**config.mk**
```make
export PLATFORM = sky130hd
export DESIGN_NAME = msq_div
export DESIGN_NICKNAME = d
export VERILOG_FILES = /design/src/msq_pkg.sv /design/src/msq_div.sv
export SDC_FILE = /design/constraint.sdc
export NUM_CORES = 1
export LEC_CHECK = 0
export BUFFER_PORTS_ARGS = -buffer_cell sky130_fd_sc_hd__buf_2
export CAP_MARGIN = 20
export CORE_MARGIN = 5
export CORE_UTILIZATION = 35
export DETAILED_ROUTE_END_ITERATION = 10
export GPL_ROUTABILITY_DRIVEN = 0
export PLACE_DENSITY_LB_ADDON = 0.12
export SLEW_MARGIN = 20
export SYNTH_ARGS = -nofsm -noshare
export SYNTH_HDL_FRONTEND = slang
export SYNTH_SLANG_ARGS = --single-unit
export TNS_END_PERCENT = 5
```
**constraint.sdc**
```tcl
create_clock -name clk -period 5.2 [get_ports clk]
set_input_delay 0.26 -clock clk [delete_from_list [all_inputs] [get_ports clk]]
set_output_delay 0.26 -clock clk [all_outputs]
set_load 0.02 [all_outputs]
```
**src/msq_pkg.sv**
```systemverilog
`default_nettype none
// ----------------------------------------------------------------------------
// msq_pkg
// Shared types, constants and edge tables of the marching squares segment
// generator.
// ----------------------------------------------------------------------------
package msq_pkg;

	// fixed point format of all coordinates
	localparam int FRAC_BITS = 8;
	localparam int FW        = FRAC_BITS + 1;             // fraction incl. 1.0
	localparam int PIX_W     = 8;
	localparam int ROW_W     = 10;
	localparam int HGT_W     = 11;
	localparam int MAX_HEIGHT = 1024;
	localparam int COORD_W   = 18;
	localparam int NORM_W    = 11;
	localparam int DIV_NW    = PIX_W + FRAC_BITS + 1;     // divider dividend
	localparam int DIV_DW    = PIX_W + 1;                 // divider divisor
	localparam int DIV_CW    = $clog2(FRAC_BITS);

	localparam logic [FW-1:0] ONE_FX  = FW'(1) << FRAC_BITS;
	localparam logic [FW-1:0] HALF_FX = FW'(1) << (FRAC_BITS - 1);

	// configuration port
	localparam int CFG_IDX_W  = 3;
	localparam int CFG_DATA_W = 11;
	localparam logic [CFG_IDX_W-1:0] REG_THRESHOLD    = 3'd0;
	localparam logic [CFG_IDX_W-1:0] REG_IMAGE_WIDTH  = 3'd1;
	localparam logic [CFG_IDX_W-1:0] REG_IMAGE_HEIGHT = 3'd2;
	localparam logic [CFG_IDX_W-1:0] REG_SMOOTH_MODE  = 3'd3;
	localparam logic [CFG_IDX_W-1:0] REG_EMIT_NORMALS = 3'd4;

	// saddle codes
	localparam logic [3:0] CODE_SADDLE_A = 4'h5;
	localparam logic [3:0] CODE_SADDLE_B = 4'hA;

	// cell edges
	localparam logic [1:0] EDGE_BOTTOM = 2'd0;   // p0-p1
	localparam logic [1:0] EDGE_RIGHT  = 2'd1;   // p1-p2
	localparam logic [1:0] EDGE_TOP    = 2'd2;   // p2-p3
	localparam logic [1:0] EDGE_LEFT   = 2'd3;   // p0-p3

	typedef enum logic [4:0] {
		S_IDLE = 5'b00001,
		S_READ = 5'b00010,
		S_FRAC = 5'b00100,
		S_DIV  = 5'b01000,
		S_EMIT = 5'b10000
	} state_t;

	typedef struct packed {
		logic             start;
		logic [PIX_W-1:0] num;
		logic [PIX_W-1:0] den;
	} div_req_t;

	typedef struct packed {
		logic                 done;
		logic [FRAC_BITS-1:0] quot;
	} div_rsp_t;

	// number of segments per cell code
	function automatic logic [1:0] seg_count(input logic [3:0] code);
		case (code)
			4'h0, 4'hF: seg_count = 2'd0;
			4'h5, 4'hA: seg_count = 2'd2;
			default:    seg_count = 2'd1;
		endcase
	endfunction

	// edge of segment k, endpoint j: sel = {k, j}
	function automatic logic [1:0] seg_edge(input logic [3:0] code, input logic [1:0] sel);
		logic [7:0] row;
		begin
			case (code)
				4'h1, 4'hE: row = {2'd0, 2'd0, 2'd3, 2'd0};
				4'h2, 4'hD: row = {2'd0, 2'd0, 2'd1, 2'd0};
				4'h3, 4'hC: row = {2'd0, 2'd0, 2'd3, 2'd1};
				4'h4, 4'hB: row = {2'd0, 2'd0, 2'd2, 2'd1};
				4'h5:       row = {2'd3, 2'd2, 2'd1, 2'd0};
				4'h6, 4'h9: row = {2'd0, 2'd0, 2'd2, 2'd0};
				4'h7, 4'h8: row = {2'd0, 2'd0, 2'd3, 2'd2};
				4'hA:       row = {2'd2, 2'd1, 2'd3, 2'd0};
				default:    row = 8'd0;
			endcase
			seg_edge = row[{sel, 1'b0} +: 2];
		end
	endfunction

	// normal orientation of segment k
	function automatic logic orient(input logic [3:0] code, input logic k);
		case (code)
			4'h1, 4'h3, 4'h7, 4'h9, 4'hB, 4'hD: orient = !k;
			4'hA:    orient = k;
			default: orient = 1'b0;
		endcase
	endfunction

endpackage
`default_nettype wire

```
**src/msq_div.sv**
```systemverilog
`default_nettype none
// ----------------------------------------------------------------------------
// msq_div
// Restoring divider for the edge crossing fraction:
// quot = floor((num * 2^(F+1) + den) / (2 * den)), valid for num < den.
// One quotient bit per cycle; done pulses after the last bit.
// ----------------------------------------------------------------------------
module msq_div (
	input  wire logic              clk,
	input  wire logic              arst_n,
	input  wire msq_pkg::div_req_t req,
	output msq_pkg::div_rsp_t      rsp
);

	logic                         busy_q;
	logic                         done_q;
	logic [msq_pkg::DIV_CW-1:0]   cnt_q;
	logic [msq_pkg::DIV_NW-1:0]   rem_q;
	logic [msq_pkg::DIV_DW-1:0]   dsr_q;
	logic [msq_pkg::FRAC_BITS-1:0] quot_q;
	logic [msq_pkg::DIV_NW-1:0]   trial;
	logic                         fits;

	// shifted divisor for the current bit
	assign trial = msq_pkg::DIV_NW'(dsr_q) << cnt_q;
	assign fits  = rem_q >= trial;

	// control
	always_ff @(posedge clk or negedge arst_n) begin
		if (!arst_n) begin
			busy_q <= 1'b0;
			done_q <= 1'b0;
			cnt_q  <= '0;
		end else begin
			done_q <= 1'b0;
			if (req.start) begin
				busy_q <= 1'b1;
				cnt_q  <= msq_pkg::DIV_CW'(msq_pkg::FRAC_BITS - 1);
			end else if (busy_q) begin
				cnt_q <= cnt_q - 1'b1;
				if (cnt_q == '0) begin
					busy_q <= 1'b0;
					done_q <= 1'b1;
				end
			end
		end
	end

	// datapath
	always_ff @(posedge clk) begin
		if (req.start) begin
			rem_q  <= {req.num, {(msq_pkg::FRAC_BITS + 1){1'b0}}}
				+ msq_pkg::DIV_NW'(req.den);
			dsr_q  <= {req.den, 1'b0};
			quot_q <= '0;
		end else if (busy_q && fits) begin
			rem_q         <= rem_q - trial;
			quot_q[cnt_q] <= 1'b1;
		end
	end

	assign rsp.done = done_q;
	assign rsp.quot = quot_q;

endmodule
`default_nettype wire

```
==> impl_metrics.yaml <==
power:
  leakage_nw: 1.22
  p_per_area_nw_per_um2: 544
  ir_drop_uv: 174
worst_setup_path:
  crit_type: "reg -> reg"
  crit_required_ns: 5.20
  path_max_fanout: 18
  startpoint_type: "register"
  cp_data_arrival_time_ns: 4.14
  endpoint_kind: "register"
finish:
  drive_above_1_share_pct: 16.9
  fin_nets: 326
  nFillCells: 742
  area_growth_pct: 11.0
  diodes: 0
yosys:
  synth_seq_cells: 38
  synth_commonest_cells: "47 x nand2_1, 25 x edfxtp_1, 25 x o21ai_0"
  async_flop_share_pct: 13.2
  syn_avg_cell_area_um2: 9.61
  synth.area.top_cells: "edfxtp_1 29%, ha_1 8.7%, nand2_1 6.8%"
  yosysSeqAreaShare_pct: 40.1
  ys_warn_count: 0
  synthFlopType: "edfxtp_1"
  synth_top_area_cell: "edfxtp_1"
  syn_area_um2: 2580
  synth.most_common_cell: "nand2_1"
  synth_top_area_share_pct: 29.0
  synth_fp_nets: 306
  synth-edff-count: 25
  yosys.cell_types.count: 56
  synth_cells: 269
clocking:
  clock_sinks: 38
  ctsHtreeMaxLevel: 2
  numCtsBuffers: 5
  clock_latency_ns: 0.29
  cts-root-buf: "clkbuf_8"
  cts_tree: "yes"
  cts_resized: 0
  clk_pin_slew_ns: 0.08
  cts_max_path_buffers: 2
die:
  core_area_um2: 7210
  die_w_um: 95.9
  die_y_um: 95.9
  start_util_pct: 35.8
  pin_count: 28
  row_count: 31
  die_area_um2: 9200
global_route:
  grt_pass1_wl_um: 9940
  antenna_found_initial: 0
  grt_max_degree: 47
  grt.overflow.total: 0
  track_usage_pct: 14.2
  first_global_vias: 1979
sta:
  finalSetupTns_ns: 0
  fin_ws_ns: 1.07
  fmax_ghz: 0.242
  tightest_slew_ns: 0.778
  min_period_ns: 4.13
  relSlewSlack_pct: 47.8
  finalSetupViolCount: 0
  hold_violations: 0
  post-route-period-util_pct: 79.4
  maxSlewViolCount: 0
  rsz0062_at_grt: "no"
  fin_skew_ns: 0.00701
routing:
  drc: 0
  viasPerCell: 5.16
  vias: 2008
  totalWireLength_um: 6080
  first_pass_iters: 5
  wire_per_inst_um: 15.6
  drt_iter0_markers: 153
  ant_nets: 0
place:
  dp_slack_ns: 1.04
  port_buffers: 27
  dp_hpwl_um: 4630
flow_run:
  cap_violations: 0
worst_hold_path:
  hold_class: "in -> reg"
outcome:
  status: "finished clean"
==> through the flow <==
stage	hold slack [ns]	total power, mW	instances	util (%)	cell area [um2]
after floorplan	-0.0356	1.16	269	-	2580
after global placement	0.0822	1.33	380	38.1	2750
after detailed placement	0.0827	1.32	380	38.1	2750
after CTS	0.142	1.57	389	39.8	2870
after global routing	0.138	1.69	389	39.8	2870
final	0.148	1.56	389	39.8	2870
==> final cells by class <==
type | instances | area, um2 | area share, %
clock buffer | 8 | 111 | 3.88
inverter | 13 | 48.8 | 1.70
multi-input combinational | 201 | 1390 | 48.4
sequential | 38 | 1040 | 36.1
tap | 99 | 124 | 4.32
timing repair buffer | 30 | 160 | 5.58
==> state kept, by name, indices dropped and copies added (netlist names) <==
signal  count
busy_q      1
cnt_q       3
done_q      1
dsr_q       8
quot_q      8
rem_q      17
==> worst paths after layout <==
check | from | endpoint | slack (ns) | cells past startpoint
max | cnt_q[0] | rem_q[9] | 1.07 | 11
min | req[0] | dsr_q[1] | 0.15 | 1
max reg2reg | cnt_q[0] | rem_q[9] | 1.07 | 11
min reg2reg | quot_q[6] | quot_q[6] | 0.45 | 2
max in group asynchronous | arst_n | busy_q | 4.76 | 2
min in group asynchronous | arst_n | cnt_q[2] | 0.31 | 2
==> routing by layer <==
layer  part of all wire [%]  routed length (um)  global-route usage [%]
met2                     46                2770                    22.4
met3                    4.6                 280                    2.42
met1                     47                2860                    19.0
met4                    2.7                 166                    6.40
met5                      0                   0                       0
==> cell families after synthesis <==
| family | Yosys count | synth area share, % |
|---|---|---|
| buffers and inverters | 30 | 6.20 |
| flip-flops | 38 | 40.1 |
| adder cells (fa/ha/maj) | 18 | 8.71 |
| AO/OA/AOI/OAI | 78 | 20.7 |
| AND/OR/NAND/NOR | 79 | 14.9 |
| multiplexers | 12 | 4.74 |
| XOR/XNOR | 14 | 4.74 |
==> timing repair <==
item | 4_1_cts | 5_1_grt
hold buffers | 1 | 0
setup buffers | 0 | 0
hold endpoints to repair | 5 | 0
==> power by group <==
group | internal (mW) | total (mW) | leakage [nW] | switching [mW]
Clock | 0.137 | 0.247 | 0.0566 | 0.110
Combinational | 0.338 | 0.834 | 0.786 | 0.496
Sequential | 0.435 | 0.479 | 0.376 | 0.0445
Total | 0.910 | 1.56 | 1.22 | 0.651
==> layout by cell type, fill, tap and decap left out, types with 6 or more instances in the layout <==
cell type  count
a21oi_1       11
buf_2         27
clkbuf_8       6
dfxtp_1        8
edfxtp_1      25
ha_1          18
inv_1         11
mux2i_1       10
nand2_1       47
nand3_1        6
nor2_1         8
o21ai_0       24
o21ai_1        6
xor2_1        10
==> worst max-delay path: stages (launching register included) <==
cell and delay (ns):
dfrtp_1 0.71, clkinv_1 0.42, a21oi_1 0.30, a32oi_1 0.12, ha_1 0.49, nand4_4 0.18
nor2_1 0.20, nand2_1 0.09, nor2_1 0.21, a21oi_4 0.14, o21ai_1 0.63, buf_4 0.32
Note: power is estimated with default switching activity, not from simulation.
